## src/rtl/scaled_font_text_overlay_unit_assert.svh

```systemverilog
// assertion macros for the text overlay unit
// the asserting module provides clk and arst_n
`ifndef SCALED_FONT_TEXT_OVERLAY_UNIT_ASSERT_SVH
`define SCALED_FONT_TEXT_OVERLAY_UNIT_ASSERT_SVH
`ifndef SYNTH
// same-cycle implication
`define SFTO_ASSERT_IMPLY(lbl, ante, cons) \
	lbl: assert property (@(posedge clk) disable iff (!arst_n) (ante) |-> (cons)) \
		else $error("text overlay: same-cycle check failed");
// next-cycle implication
`define SFTO_ASSERT_NEXT(lbl, ante, cons) \
	lbl: assert property (@(posedge clk) disable iff (!arst_n) (ante) |=> (cons)) \
		else $error("text overlay: next-cycle check failed");
`else
`define SFTO_ASSERT_IMPLY(lbl, ante, cons)
`define SFTO_ASSERT_NEXT(lbl, ante, cons)
`endif
`endif

```

## src/rtl/sfto_pkg.sv

```systemverilog
package sfto_pkg;

	localparam int DIM_W        = 13;
	localparam int COORD_W      = 12;
	localparam int SCALE_W      = 4;
	localparam int COLOR_W      = 16;
	localparam int GLYPH_W      = 4;
	localparam int CODE_W       = 8;
	localparam int SLOT_FIELD_W = 5;
	localparam int ROW_W        = 3;
	localparam int FONT_W       = 8;
	localparam int CFG_IDX_W    = 3;
	localparam int IN_DATA_W    = 40;

	// reciprocal of the scale, 2^17 / s rounded up, exact for 12-bit dividends
	localparam int RECIP_W     = 18;
	localparam int RECIP_SHIFT = 17;

	// divide by the glyph pitch of 9 dots
	localparam int QDIV_W      = 9;
	localparam int DIV9_MUL_W  = 12;
	localparam int DIV9_SHIFT  = 15;
	localparam logic [DIV9_MUL_W-1:0] DIV9_MUL = 12'd3641;
	localparam int GLYPH_PITCH = 9;

	localparam logic [CFG_IDX_W-1:0] CFG_CANVAS_WIDTH  = 3'd0;
	localparam logic [CFG_IDX_W-1:0] CFG_CANVAS_HEIGHT = 3'd1;
	localparam logic [CFG_IDX_W-1:0] CFG_FONT_SCALE    = 3'd2;
	localparam logic [CFG_IDX_W-1:0] CFG_INK_COLOR     = 3'd3;
	localparam logic [CFG_IDX_W-1:0] CFG_PAPER_COLOR   = 3'd4;
	localparam logic [CFG_IDX_W-1:0] CFG_BORDER_COLOR  = 3'd5;

	localparam logic [DIM_W-1:0]   RST_CANVAS_WIDTH  = 13'd256;
	localparam logic [DIM_W-1:0]   RST_CANVAS_HEIGHT = 13'd32;
	localparam logic [SCALE_W-1:0] RST_FONT_SCALE    = 4'd1;
	localparam logic [COLOR_W-1:0] RST_INK_COLOR     = 16'hFFE0;
	localparam logic [COLOR_W-1:0] RST_PAPER_COLOR   = 16'h8000;
	localparam logic [COLOR_W-1:0] RST_BORDER_COLOR  = 16'hC210;

	localparam logic [GLYPH_W-1:0] GLYPH_COLON = 4'd10;
	localparam logic [GLYPH_W-1:0] GLYPH_MINUS = 4'd11;
	localparam logic [GLYPH_W-1:0] GLYPH_BLANK = 4'd12;

	localparam logic [CODE_W-1:0] CHAR_ZERO  = 8'h30;
	localparam logic [CODE_W-1:0] CHAR_NINE  = 8'h39;
	localparam logic [CODE_W-1:0] CHAR_COLON = 8'h3A;
	localparam logic [CODE_W-1:0] CHAR_MINUS = 8'h2D;

	typedef enum logic [1:0] {
		KIND_BG      = 2'd0,
		KIND_BORDER  = 2'd1,
		KIND_GLYPH   = 2'd2,
		KIND_OUTSIDE = 2'd3
	} pixel_kind_t;

	// settled geometry and colors, one register set
	typedef struct packed {
		logic [DIM_W-1:0]   width;
		logic [DIM_W-1:0]   height;
		logic [DIM_W-1:0]   last_x;
		logic [DIM_W-1:0]   last_y;
		logic [COORD_W-1:0] start_x;
		logic [COORD_W-1:0] start_y;
		logic [RECIP_W-1:0] recip;
		logic [COLOR_W-1:0] ink_color;
		logic [COLOR_W-1:0] paper_color;
		logic [COLOR_W-1:0] border_color;
	} ovl_cfg_t;

	localparam logic [FONT_W-1:0] FONT_TBL [0:12][0:7] = '{
		'{8'h3C, 8'h66, 8'h66, 8'h66, 8'h66, 8'h66, 8'h66, 8'h3C},
		'{8'h18, 8'h38, 8'h18, 8'h18, 8'h18, 8'h18, 8'h18, 8'h3C},
		'{8'h3C, 8'h66, 8'h06, 8'h0C, 8'h18, 8'h30, 8'h60, 8'h7E},
		'{8'h3C, 8'h66, 8'h06, 8'h1C, 8'h06, 8'h06, 8'h66, 8'h3C},
		'{8'h0C, 8'h1C, 8'h2C, 8'h4C, 8'h7E, 8'h0C, 8'h0C, 8'h0C},
		'{8'h7E, 8'h60, 8'h7C, 8'h06, 8'h06, 8'h06, 8'h66, 8'h3C},
		'{8'h3C, 8'h66, 8'h60, 8'h7C, 8'h66, 8'h66, 8'h66, 8'h3C},
		'{8'h7E, 8'h06, 8'h0C, 8'h0C, 8'h18, 8'h18, 8'h18, 8'h18},
		'{8'h3C, 8'h66, 8'h66, 8'h3C, 8'h66, 8'h66, 8'h66, 8'h3C},
		'{8'h3C, 8'h66, 8'h66, 8'h66, 8'h3E, 8'h06, 8'h66, 8'h3C},
		'{8'h00, 8'h18, 8'h18, 8'h00, 8'h00, 8'h18, 8'h18, 8'h00},
		'{8'h00, 8'h00, 8'h00, 8'h7E, 8'h7E, 8'h00, 8'h00, 8'h00},
		'{8'h00, 8'h00, 8'h00, 8'h00, 8'h00, 8'h00, 8'h00, 8'h00}
	};

	// entry 0 is never used, the scale is forced to at least 1
	localparam logic [RECIP_W-1:0] RECIP_TBL [0:15] = '{
		18'd131072, 18'd131072, 18'd65536, 18'd43691,
		18'd32768,  18'd26215,  18'd21846, 18'd18725,
		18'd16384,  18'd14564,  18'd13108, 18'd11916,
		18'd10923,  18'd10083,  18'd9363,  18'd8739
	};

	function automatic logic [GLYPH_W-1:0] code_to_glyph(input logic [CODE_W-1:0] c);
		logic [CODE_W-1:0] d;
		d = c - CHAR_ZERO;
		if (c inside {[CHAR_ZERO:CHAR_NINE]})
			return d[GLYPH_W-1:0];
		else if (c == CHAR_COLON)
			return GLYPH_COLON;
		else if (c == CHAR_MINUS)
			return GLYPH_MINUS;
		else
			return GLYPH_BLANK;
	endfunction

endpackage

```

## src/rtl/sfto_cfg.sv

```systemverilog
module sfto_cfg
	import sfto_pkg::*;
#(
	parameter int STRING_SLOTS = 19,
	parameter int MAX_SCALE    = 8
) (
	input  logic                 clk,
	input  logic                 arst_n,
	input  logic                 cfg_we,
	input  logic [CFG_IDX_W-1:0] cfg_index,
	input  logic [COLOR_W-1:0]   cfg_data,
	output ovl_cfg_t             geom
);

	localparam int PITCH_MUL = STRING_SLOTS * GLYPH_PITCH;
	localparam int SPAN_W    = $clog2(PITCH_MUL * MAX_SCALE + 1);
	localparam int CMP_W     = (SPAN_W > DIM_W) ? SPAN_W : DIM_W;

	logic [DIM_W-1:0]   width_q;
	logic [DIM_W-1:0]   height_q;
	logic [SCALE_W-1:0] scale_q;
	logic [COLOR_W-1:0] text_q;
	logic [COLOR_W-1:0] bg_q;
	logic [COLOR_W-1:0] border_q;
	ovl_cfg_t           geom_q;

	function automatic ovl_cfg_t derive(
		input logic [DIM_W-1:0]   w,
		input logic [DIM_W-1:0]   h,
		input logic [SCALE_W-1:0] fs,
		input logic [COLOR_W-1:0] tc,
		input logic [COLOR_W-1:0] bc,
		input logic [COLOR_W-1:0] rc
	);
		ovl_cfg_t         g;
		logic [SCALE_W-1:0] s;
		logic [CMP_W-1:0] span_x;
		logic [CMP_W-1:0] span_y;
		logic [CMP_W-1:0] ew;
		logic [CMP_W-1:0] eh;
		logic [CMP_W-1:0] dx;
		logic [CMP_W-1:0] dy;
		// zero acts as one, large values saturate
		if (fs == '0)
			s = SCALE_W'(1);
		else if (int'(fs) > MAX_SCALE)
			s = SCALE_W'(MAX_SCALE);
		else
			s = fs;
		span_x = CMP_W'(PITCH_MUL) * CMP_W'(s);
		span_y = CMP_W'(s) << 3;
		ew = CMP_W'(w);
		eh = CMP_W'(h);
		dx = (ew - span_x) >> 1;
		dy = (eh - span_y) >> 1;
		g.width        = w;
		g.height       = h;
		g.last_x       = w - DIM_W'(1);
		g.last_y       = h - DIM_W'(1);
		g.start_x      = (ew > span_x) ? dx[COORD_W-1:0] : '0;
		g.start_y      = (eh > span_y) ? dy[COORD_W-1:0] : '0;
		g.recip        = RECIP_TBL[s];
		g.ink_color    = tc;
		g.paper_color  = bc;
		g.border_color = rc;
		return g;
	endfunction

	always_ff @(posedge clk or negedge arst_n) begin
		if (!arst_n) begin
			width_q  <= RST_CANVAS_WIDTH;
			height_q <= RST_CANVAS_HEIGHT;
			scale_q  <= RST_FONT_SCALE;
			text_q   <= RST_INK_COLOR;
			bg_q     <= RST_PAPER_COLOR;
			border_q <= RST_BORDER_COLOR;
		end else if (cfg_we) begin
			case (cfg_index)
				CFG_CANVAS_WIDTH:  width_q  <= cfg_data[DIM_W-1:0];
				CFG_CANVAS_HEIGHT: height_q <= cfg_data[DIM_W-1:0];
				CFG_FONT_SCALE:    scale_q  <= cfg_data[SCALE_W-1:0];
				CFG_INK_COLOR:     text_q   <= cfg_data;
				CFG_PAPER_COLOR:   bg_q     <= cfg_data;
				CFG_BORDER_COLOR:  border_q <= cfg_data;
				default: ;
			endcase
		end
	end

	always_ff @(posedge clk or negedge arst_n) begin
		if (!arst_n) begin
			geom_q <= derive(RST_CANVAS_WIDTH, RST_CANVAS_HEIGHT, RST_FONT_SCALE,
				RST_INK_COLOR, RST_PAPER_COLOR, RST_BORDER_COLOR);
		end else begin
			geom_q <= derive(width_q, height_q, scale_q, text_q, bg_q, border_q);
		end
	end

	assign geom = geom_q;

endmodule

```

## src/rtl/sfto_glyph.sv

```systemverilog
module sfto_glyph
	import sfto_pkg::*;
#(
	parameter int STRING_SLOTS = 19
) (
	input  logic                    clk,
	input  logic                    arst_n,
	input  logic                    wr_en,
	input  logic [SLOT_FIELD_W-1:0] wr_slot,
	input  logic [GLYPH_W-1:0]      wr_glyph,
	input  logic [QDIV_W-1:0]       rd_idx,
	input  logic [COORD_W-1:0]      dot_q,
	input  logic                    row_ok,
	input  logic [ROW_W-1:0]        row,
	output logic                    dot
);

	localparam int SLOT_W = (STRING_SLOTS > 1) ? $clog2(STRING_SLOTS) : 1;

	logic [GLYPH_W-1:0] slots_q [STRING_SLOTS];
	logic [SLOT_W-1:0]  wa;
	logic [SLOT_W-1:0]  ra;
	logic               wr_ok;
	logic               idx_ok;
	logic               col_ok;
	logic [COORD_W-1:0] col;
	logic [GLYPH_W-1:0] g;
	logic [FONT_W-1:0]  bits;

	assign wa     = SLOT_W'(wr_slot);
	assign ra     = SLOT_W'(rd_idx);
	assign wr_ok  = int'(wr_slot) < STRING_SLOTS;
	assign idx_ok = int'(rd_idx) < STRING_SLOTS;

	// column inside the glyph cell: quotient minus 9 * cell index
	assign col    = dot_q - (COORD_W'(rd_idx) << 3) - COORD_W'(rd_idx);
	assign col_ok = col < COORD_W'(FONT_W);

	always_comb begin
		g = GLYPH_BLANK;
		if (idx_ok && slots_q[ra] <= GLYPH_BLANK)
			g = slots_q[ra];
	end

	assign bits = FONT_TBL[g][row];
	assign dot  = idx_ok && col_ok && row_ok && bits[3'd7 - col[ROW_W-1:0]];

	always_ff @(posedge clk or negedge arst_n) begin
		if (!arst_n) begin
			for (int i = 0; i < STRING_SLOTS; i++)
				slots_q[i] <= GLYPH_BLANK;
		end else if (wr_en && wr_ok) begin
			slots_q[wa] <= wr_glyph;
		end
	end

endmodule

```

## src/rtl/scaled_font_text_overlay_unit.sv

```systemverilog
// text overlay pixel generator, four pipeline stages plus an output register
// path: a query passes stages 1 to 4, then the output register, before its result is offered
// throughput: one item per clock while the output takes queries, set by the 12x18
// scale multipliers and the pitch multiplier each owning a stage
// reset: async active low, registers to their reset values, all slots blank
`include "scaled_font_text_overlay_unit_assert.svh"

module scaled_font_text_overlay_unit
	import sfto_pkg::*;
#(
	parameter int STRING_SLOTS = 19,
	parameter int MAX_SCALE    = 8
) (
	input  logic                 clk,
	input  logic                 arst_n,
	input  logic                 s_axis_tvalid,
	output logic                 s_axis_tready,
	// slot[4:0], char_code[12:5], pix_x[24:13], pix_y[36:25], zero fill
	input  logic [IN_DATA_W-1:0] s_axis_tdata,
	// func: 0 load character, 1 query pixel
	input  logic                 s_axis_tuser,
	output logic                 m_axis_tvalid,
	input  logic                 m_axis_tready,
	// pixel_color[15:0]
	output logic [COLOR_W-1:0]   m_axis_tdata,
	// pixel_kind[1:0]
	output logic [1:0]           m_axis_tuser,
	input  logic                 cfg_we,
	input  logic [CFG_IDX_W-1:0] cfg_index,
	input  logic [COLOR_W-1:0]   cfg_data
);

	localparam int PX_W = COORD_W + RECIP_W;
	localparam int P9_W = COORD_W + DIV9_MUL_W;

	ovl_cfg_t geom;

	// handshake chain, each stage takes a new item when empty or draining
	logic rdy1, rdy2, rdy3, rdy4, rdy_out;

	// stage 1: captured transfer
	logic                    vld_s1;
	logic                    qry_s1;
	logic [SLOT_FIELD_W-1:0] slot_s1;
	logic [GLYPH_W-1:0]      glyph_s1;
	logic [COORD_W-1:0]      x_s1;
	logic [COORD_W-1:0]      y_s1;

	// stage 2: canvas flags and text-relative coordinates
	logic                    vld_s2;
	logic                    qry_s2;
	logic [SLOT_FIELD_W-1:0] slot_s2;
	logic [GLYPH_W-1:0]      glyph_s2;
	logic                    outside_s2;
	logic                    border_s2;
	logic                    before_s2;
	logic [COORD_W-1:0]      rx_s2;
	logic [COORD_W-1:0]      ry_s2;

	// stage 3: font dot coordinates after scale division
	logic                    vld_s3;
	logic                    qry_s3;
	logic [SLOT_FIELD_W-1:0] slot_s3;
	logic [GLYPH_W-1:0]      glyph_s3;
	logic                    outside_s3;
	logic                    border_s3;
	logic                    before_s3;
	logic [COORD_W-1:0]      qx_s3;
	logic                    row_ok_s3;
	logic [ROW_W-1:0]        row_s3;

	// stage 4: character cell index
	logic                    vld_s4;
	logic                    qry_s4;
	logic [SLOT_FIELD_W-1:0] slot_s4;
	logic [GLYPH_W-1:0]      glyph_s4;
	logic                    outside_s4;
	logic                    border_s4;
	logic                    before_s4;
	logic [COORD_W-1:0]      qx_s4;
	logic                    row_ok_s4;
	logic [ROW_W-1:0]        row_s4;
	logic [QDIV_W-1:0]       idx_s4;

	// output register
	logic                    out_vld_q;
	logic [COLOR_W-1:0]      out_color_q;
	pixel_kind_t             out_kind_q;

	logic                    outside1, border1, before1;
	logic [COORD_W-1:0]      rx1, ry1;
	logic [PX_W-1:0]         px2, py2;
	logic [COORD_W-1:0]      qy2;
	logic [P9_W-1:0]         p93;
	logic                    dot4;
	logic [COLOR_W-1:0]      color4;
	pixel_kind_t             kind4;

	sfto_cfg #(
		.STRING_SLOTS (STRING_SLOTS),
		.MAX_SCALE    (MAX_SCALE)
	) u_cfg (
		.clk       (clk),
		.arst_n    (arst_n),
		.cfg_we    (cfg_we),
		.cfg_index (cfg_index),
		.cfg_data  (cfg_data),
		.geom      (geom)
	);

	// a load leaves stage 4 at once, a query needs room in the output register
	assign rdy_out       = !out_vld_q || m_axis_tready;
	assign rdy4          = !vld_s4 || !qry_s4 || rdy_out;
	assign rdy3          = !vld_s3 || rdy4;
	assign rdy2          = !vld_s2 || rdy3;
	assign rdy1          = !vld_s1 || rdy2;
	assign s_axis_tready = rdy1;

	always_ff @(posedge clk or negedge arst_n) begin
		if (!arst_n) begin
			vld_s1    <= 1'b0;
			vld_s2    <= 1'b0;
			vld_s3    <= 1'b0;
			vld_s4    <= 1'b0;
			out_vld_q <= 1'b0;
		end else begin
			if (rdy1)
				vld_s1 <= s_axis_tvalid;
			if (rdy2)
				vld_s2 <= vld_s1;
			if (rdy3)
				vld_s3 <= vld_s2;
			if (rdy4)
				vld_s4 <= vld_s3;
			if (rdy_out)
				out_vld_q <= vld_s4 && qry_s4;
		end
	end

	// stage 1 logic: canvas bounds, frame and offset from the text origin
	assign outside1 = ({1'b0, x_s1} >= geom.width) || ({1'b0, y_s1} >= geom.height);
	assign border1  = (x_s1 == '0) || (y_s1 == '0) ||
		({1'b0, x_s1} == geom.last_x) || ({1'b0, y_s1} == geom.last_y);
	assign before1  = (x_s1 < geom.start_x) || (y_s1 < geom.start_y);
	assign rx1      = x_s1 - geom.start_x;
	assign ry1      = y_s1 - geom.start_y;

	// stage 2 logic: divide by the scale through its reciprocal
	assign px2 = PX_W'(rx_s2) * PX_W'(geom.recip);
	assign py2 = PX_W'(ry_s2) * PX_W'(geom.recip);
	assign qy2 = py2[RECIP_SHIFT +: COORD_W];

	// stage 3 logic: divide the dot column by the 9-dot pitch
	assign p93 = P9_W'(qx_s3) * P9_W'(DIV9_MUL);

	always_ff @(posedge clk) begin
		if (rdy1) begin
			qry_s1   <= s_axis_tuser;
			slot_s1  <= s_axis_tdata[4:0];
			glyph_s1 <= code_to_glyph(s_axis_tdata[12:5]);
			x_s1     <= s_axis_tdata[24:13];
			y_s1     <= s_axis_tdata[36:25];
		end
		if (rdy2) begin
			qry_s2     <= qry_s1;
			slot_s2    <= slot_s1;
			glyph_s2   <= glyph_s1;
			outside_s2 <= outside1;
			border_s2  <= border1;
			before_s2  <= before1;
			rx_s2      <= rx1;
			ry_s2      <= ry1;
		end
		if (rdy3) begin
			qry_s3     <= qry_s2;
			slot_s3    <= slot_s2;
			glyph_s3   <= glyph_s2;
			outside_s3 <= outside_s2;
			border_s3  <= border_s2;
			before_s3  <= before_s2;
			qx_s3      <= px2[RECIP_SHIFT +: COORD_W];
			row_ok_s3  <= (qy2[COORD_W-1:ROW_W] == '0);
			row_s3     <= qy2[ROW_W-1:0];
		end
		if (rdy4) begin
			qry_s4     <= qry_s3;
			slot_s4    <= slot_s3;
			glyph_s4   <= glyph_s3;
			outside_s4 <= outside_s3;
			border_s4  <= border_s3;
			before_s4  <= before_s3;
			qx_s4      <= qx_s3;
			row_ok_s4  <= row_ok_s3;
			row_s4     <= row_s3;
			idx_s4     <= p93[DIV9_SHIFT +: QDIV_W];
		end
	end

	// loads write and queries read the slots in the same stage, so order holds
	sfto_glyph #(
		.STRING_SLOTS (STRING_SLOTS)
	) u_glyph (
		.clk      (clk),
		.arst_n   (arst_n),
		.wr_en    (vld_s4 && !qry_s4),
		.wr_slot  (slot_s4),
		.wr_glyph (glyph_s4),
		.rd_idx   (idx_s4),
		.dot_q    (qx_s4),
		.row_ok   (row_ok_s4),
		.row      (row_s4),
		.dot      (dot4)
	);

	// outside the canvas over glyph dot over frame over background
	always_comb begin
		if (outside_s4) begin
			color4 = '0;
			kind4  = KIND_OUTSIDE;
		end else if (!before_s4 && dot4) begin
			color4 = geom.ink_color;
			kind4  = KIND_GLYPH;
		end else if (border_s4) begin
			color4 = geom.border_color;
			kind4  = KIND_BORDER;
		end else begin
			color4 = geom.paper_color;
			kind4  = KIND_BG;
		end
	end

	always_ff @(posedge clk) begin
		if (rdy_out && vld_s4 && qry_s4) begin
			out_color_q <= color4;
			out_kind_q  <= kind4;
		end
	end

	assign m_axis_tvalid = out_vld_q;
	assign m_axis_tdata  = out_color_q;
	assign m_axis_tuser  = out_kind_q;

	// outside pixels always carry a zero color
	`SFTO_ASSERT_IMPLY(a_outside_zero, m_axis_tvalid && (m_axis_tuser == KIND_OUTSIDE), m_axis_tdata == '0)
	// a query leaving stage 4 is offered on the next cycle
	`SFTO_ASSERT_NEXT(a_query_offered, vld_s4 && qry_s4 && rdy_out, m_axis_tvalid)
	// input backpressure only when every stage holds an item behind a stalled query
	`SFTO_ASSERT_IMPLY(a_stall_full, !s_axis_tready, vld_s1 && vld_s2 && vld_s3 && vld_s4 && qry_s4 && out_vld_q)

endmodule

```

## config.mk

```make
export PLATFORM = sky130hd
export DESIGN_NAME = scaled_font_text_overlay_unit
export DESIGN_NICKNAME = d
export VERILOG_FILES = /design/src/rtl/sfto_pkg.sv /design/src/rtl/sfto_cfg.sv /design/src/rtl/sfto_glyph.sv /design/src/rtl/scaled_font_text_overlay_unit.sv
export VERILOG_INCLUDE_DIRS = /design/src /design/src/rtl
export SDC_FILE = /design/constraint.sdc
export NUM_CORES = 2
export LEC_CHECK = 0
export BUFFER_PORTS_ARGS = -buffer_cell sky130_fd_sc_hd__buf_4
export CAP_MARGIN = 40
export CORE_MARGIN = 2
export CORE_UTILIZATION = 60
export DETAILED_ROUTE_END_ITERATION = 10
export GPL_TIMING_DRIVEN = 1
export PLACE_DENSITY = 0.77
export SKIP_CTS_REPAIR_TIMING = 1
export SLEW_MARGIN = 10
export SYNTH_ARGS = -nofsm -noshare
export SYNTH_HDL_FRONTEND = slang
export SYNTH_SLANG_ARGS = --single-unit
```

## constraint.sdc

```tcl
create_clock -name clk -period 9.13 [get_ports clk]
set_clock_uncertainty 0.2 [all_clocks]
set_input_delay 0.4565 -clock clk [delete_from_list [all_inputs] [get_ports clk]]
set_output_delay 0.4565 -clock clk [all_outputs]
set_load 0.01 [all_outputs]
```

# [Word-level counts from Yosys, hierarchy flattened]
# Memory sizes are Yosys's and may differ from the RTL's. A register that Yosys moved wholly into a read port is not among the register bits.
# Index checks and enable logic that the tools add are counted.
[totals] register_bits=439 memories=2 output_inout_bits=20 mem_bits_ro=1312
[classes] n_reduce_logical=43 n_addsub=10 muxes=25 n_eq_ne=9 n_bitwise=5 order_cmp=19 multipliers=4
[mem_list] memory="(name not given)" words=16 word_bits=64 read_ports=1 rd_clocked_by_memory_dff=0 write_ports=0 line="sfto_glyph.sv:45" source="assign bits = FONT_TBL[g][row];"
[mem_list] memory="(name not given)" words=16 word_bits=18 read_ports=1 rd_clocked_by_memory_dff=1 write_ports=0 line="sfto_cfg.sv:62" source="g.recip = RECIP_TBL[s];"
[op_table] cell="64-bit two-way mux" n=2
[op_table] cell="76-bit bitwise mux" n=1
[op_table] cell="12-bit by 18-bit multiplier with 29-bit output" n=2
[op_table] cell="12-bit subtractor" n=3
[op_table] cell="16-bit two-way mux" n=2
[op_table] cell="4-bit two-way mux" n=7
[op_table] cell="12-bit by 13-bit == test with 1-bit output" n=2
[op_table] cell="12-bit by 13-bit greater-or-equal comparator with 1-bit output" n=2
[op_table] cell="13-bit by 1-bit subtractor with 13-bit output, second input constant" n=2
[op_table] cell="8-bit binary-select mux with 3-bit select" n=1
[op_table] cell="12-bit logical NOT" n=2
[op_table] cell="12-bit less-than comparator" n=2
[op_table] cell="12-bit by 12-bit multiplier with 24-bit output, second input constant" n=1
[op_table] cell="12-bit two-way mux" n=2
[op_table] cell="4-bit binary-select mux with 5-bit select" n=1
[op_table] cell="4-bit demux with 5-bit select" n=1
[op_table] cell="8-bit by 6-bit == test with 1-bit output, second input constant" n=2
[op_table] cell="8-bit two-way mux" n=2
[op_table] cell="13-bit by 12-bit > comparator with 1-bit output" n=1
[op_table] cell="13-bit by 7-bit > comparator with 1-bit output" n=1
[op_table] cell="13-bit by 12-bit subtractor with 13-bit output" n=1
[op_table] cell="13-bit by 7-bit subtractor with 13-bit output" n=1
[op_table] cell="6-bit greater-or-equal comparator, second input constant" n=2
[op_table] cell="1-bit logical AND" n=12
[op_table] cell="other kinds (31)" n=60

# [Longest topological paths before layout]
[logic_depth] ltp_word=19 ltp_mapped=25

# [By module]
# From an unflattened synthesis, not the netlist that was laid out.
[hier_totals] cells_unflattened=3349 hier_area_um2=35922.0
[by_module_without_submodules] module="scaled_font_text_overlay_unit" n_inst=1 cells_each=2175 area_each_um2=21707.1 seq_area_each_um2=4809.6
[by_module_without_submodules] module="sfto_cfg" n_inst=1 cells_each=625 area_each_um2=8625.8 seq_area_each_um2=5575.3
[by_module_without_submodules] module="sfto_glyph" n_inst=1 cells_each=549 area_each_um2=5589.1 seq_area_each_um2=1949.4

# [Worst setup path before layout]
# Ideal clock, no wire load.
[synth_timing] kind="register -> register" startpoint="register ry_s2[3]" endpoint="register row_ok_s3, data pin" arrival_time_ns=5.957 slack_ns=2.797 required_ns=8.754 setup_ns=0.176 path_stages_with_launch=22 cell_sequence="edfxtp_1 > clkbuf_1 > clkbuf_1 > nand2_1 > fa_1 > fa_1 > fa_1 > inv_1 > fa_1 > fa_1 > ha_1 > a21o_1 > a21o_1 > a21oi_1 > o21ai_0 > a2bb2oi_1 > o21ai_0 > o41a_1 > a31o_2 > a221oi_1 > a31oi_1 > nor4_1"
[synth_between] elab_chain_len=2
[synth_lines] element="start: declaration" line="scaled_font_text_overlay_unit.sv:58" source="logic [COORD_W-1:0] ry_s2;"
[synth_lines] element="start signal: assignment" line="scaled_font_text_overlay_unit.sv:172" source="ry_s2 <= ry1;"
[synth_lines] element="12-bit by 18-bit multiplier with 29-bit output" line="scaled_font_text_overlay_unit.sv:150" source="assign py2 = PX_W'(ry_s2) * PX_W'(geom.recip);"
[synth_lines] element="9-bit logical NOT" line="scaled_font_text_overlay_unit.sv:182" source="row_ok_s3 <= (qy2[COORD_W-1:ROW_W] == '0);"
[synth_lines] element="end signal: assignment" line="scaled_font_text_overlay_unit.sv:182"
[synth_lines] element="end: declaration" line="scaled_font_text_overlay_unit.sv:69" source="logic row_ok_s3;"
# Every way passes these cells.
# A chain may end at the register's enable or synchronous reset.

# [Final worst setup path]
[layout_timing] startpoint="register ry_s2[4]" endpoint="register row_ok_s3, data pin"
# Same word-level chain as after synthesis.

==> impl_metrics.ini <==
[clock_tree]
numCtsBuffers = 47
path_clk_slew_ps = 60
cts-root-buf = clkbuf_16
clock_path_buffers = 3
htreeDepth = 2
tritoncts = yes
clock_latency_ps = 590
cts_sinks = 457

[yosys]
ys_types = 77
synthArstFlopShare = 0.659
ys_ff_latch = 457
syn_nets = 4019
synth_top_cells_by_area = fa_1 20%, dfrtp_1 15%, edfxtp_1 13%
yosys.area.top_type = fa_1
synth_top_area_frac = 0.201
ys_seq_area_frac = 0.346
synth_edf_count = 156
ys_warn_count = 0
synth_top_cells_by_count = 492 x inv_1, 376 x nand2_1, 358 x fa_1
synth_most_common_cell = inv_1
synth_cells = 3301
synth_ff_type = dfrtp_1
syn_area_mm2 = 0.0357
avgSynthCellArea_um2 = 10.8

[sta]
setup_violations = 0
hold_viol = 0
rsz0062_at_grt = no
setup_tns_ps = 0
min_period_over_period = 0.790
tightest_slew_ps = 930
slew_violations = 0
max-slew-margin-rel = 0.374
layout_min_cycle_time_ps = 7210
fmaxAchievable_mhz = 139

[finish]
seq_area_mm2 = 0.0123
nets = 4109
multi_input_area_mm2 = 0.0210
num-fill-cells = 4193
areaGrowthSynthToFinish_pct = 10.3
final_layout_size_suffix_gt1_frac = 0.144

[worst_setup_path]
critical_path_buf_inv_count = 1
worstPathRequired_ps = 9330
slowest_delay_ps = 860
cp-end-kind = flop
path_class = reg2reg
cp_common_cell = fa_1
worstPathMaxFanout = 18
cp_cell_sequence = nand2_1 -> fa_1 -> fa_1 -> fa_1 -> inv_1 -> fa_1 -> fa_1 -> ha_1 -> a21o_1 -> a21o_1 -> a21oi_1 -> o21ai_0 -> a2bb2oi_1 -> o21ai_0 -> o41a_1 -> a31o_2 -> a221oi_1 -> a31oi_1 -> nor4_1
arrival_ps = 7410
cpLargestDelayFamily = adder cells
slowest_stage = edfxtp_1
cp-start-kind = flop

[routing]
detail_route.wl_per_cell_um = 19.1
dr.pass1.iters = 6
drc = 0
routed_via_density = 5.77
num_vias = 24241
routed_wl_um = 80300
drt_iter0_markers = 1691
drtAntennaViolNets = 0

[global_routing]
grt_pass1_vias = 25694
antenna_found_initial = 0
grt.total_usage = 0.267
gr-total-overflow = 0
grt_max_degree = 94
grt_pass1_wl_um = 130000

[min_path]
hp-class = in2reg

[die]
dieArea_mm2 = 0.0614
ios = 85
die_h_um = 248
fp.dieW_um = 248
core_area_mm2 = 0.0589
num_rows = 89
start_util = 0.606

[placed_design]
hpwl_um = 59500
gp_congestion = 0.916
portBuffers = 81

[status]
status = finished clean

[flow_run]
drv_cap = 0
[cell usage in the layout (no fill, tap or decap), drive strengths merged, types with 14 or more instances in the layout]
master / count
a21oi: 67
clkbuf: 66
dfrtp: 207
a211oi: 20
xnor2: 66
nor3: 40
o21ai: 86
nor2: 131
a21o: 37
ha: 295
nand2b: 22
fa: 358
clkinv: 14
nor4: 19
nand2: 377
inv: 495
mux2: 173
nor2b: 45
mux2i: 41
xor2: 36
o211ai: 16
edfxtp: 156
a21boi: 23
and2: 158
nand3: 32
dfstp: 94
o21a: 15
dlygate4sd3: 46
buf: 122
nand4: 18
[final timing paths]
path	startpoint	end	slack (ps)	cells after the start
worst max-delay path	ry_s2[4]	row_ok_s3	1920	19
worst min-delay path	cfg_data[0]	u_cfg.height_q[0]	2	3
worst max register to register	ry_s2[4]	row_ok_s3	1920	19
worst min register to register	u_cfg.border_q[9]	u_cfg.geom[9]	150	0
max in group asynchronous	arst_n	u_cfg.geom[109]	6710	6
min in group asynchronous	arst_n	u_glyph.slots_q[49]	340	2
[sequential cells by signal, summed over array words and instances (netlist names), 5 cells and up]
register and flops:
idx_s4 9, m_axis_tdata 16, qx_s3 12, qx_s4 12, rx_s2 12, ry_s2 12, slot_s1 5, slot_s2 5
slot_s3 5, slot_s4 5, u_cfg.bg_q 16, u_cfg.border_q 16, u_cfg.geom 142, u_cfg.height_q 13, u_cfg.text_q 16, u_cfg.width_q 13
u_glyph.slots_q 76, x_s1 12, y_s1 12
[layer usage]
layer  wire [um]  part of all wire  GRT usage
met5           0                 0          0
met4        1950             0.024     0.0757
met3        4450             0.055     0.0332
met2       40700              0.51      0.461
met1       33100              0.41      0.356
[worst reg2reg max path: stages (launching register included)]
cell and delay, ps:
edfxtp_1 860, nand2_1 180, fa_1 560, fa_1 450, fa_1 560, inv_1 60, fa_1 510, fa_1 510
ha_1 330, a21o_1 160, a21o_1 170, a21oi_1 160, o21ai_0 110, a2bb2oi_1 460, o21ai_0 310, o41a_1 460
a31o_2 320, a221oi_1 290, a31oi_1 70, nor4_1 270
[area by class of cell]
class	count	area share
Timing Repair Buffer	168	0.0413
Inverter	493	0.0470
Antenna cell	1	0.0000636
Clock buffer	66	0.0330
Tap cell	773	0.0246
Multi-Input combinational cell	2224	0.533
Sequential cell	457	0.313
Clock inverter	22	0.00782
[metrics by stage]
stage / hold slack, ps / worst slack (ps) / std cells / util / cell area, um^2
6_report: 1.72 / 1920 / 4204 / 0.668 / 39400
5_1_grt: -1.40 / 1710 / 4203 / 0.668 / 39300
4_1_cts: -322 / 1970 / 4156 / 0.660 / 38900
3_5_place_dp: 154 / 2040 / 4068 / 0.632 / 37300
3_3_place_gp: 154 / 1960 / 4044 / 0.626 / 36900
2_1_floorplan: -39.1 / 2800 / 3301 / - / 35700
[cell families (layout without fill, tap and decap cells)]
| logic type | count (synthesis) | in the layout | synth area share |
|---|---|---|---|
| simple gates | 895 | 895 | 0.121 |
| buf+inv | 620 | 749 | 0.0671 |
| compound gates | 354 | 354 | 0.0665 |
| fa+ha+maj | 653 | 653 | 0.304 |
| mux | 219 | 219 | 0.0701 |
| flops | 457 | 457 | 0.346 |
| xor+xnor | 102 | 102 | 0.0250 |
| other cells | 1 | 2 | 0.000105 |
Power is not shown: default switching activity piles up to over one toggle a cycle in this logic, so the estimate is an artifact.
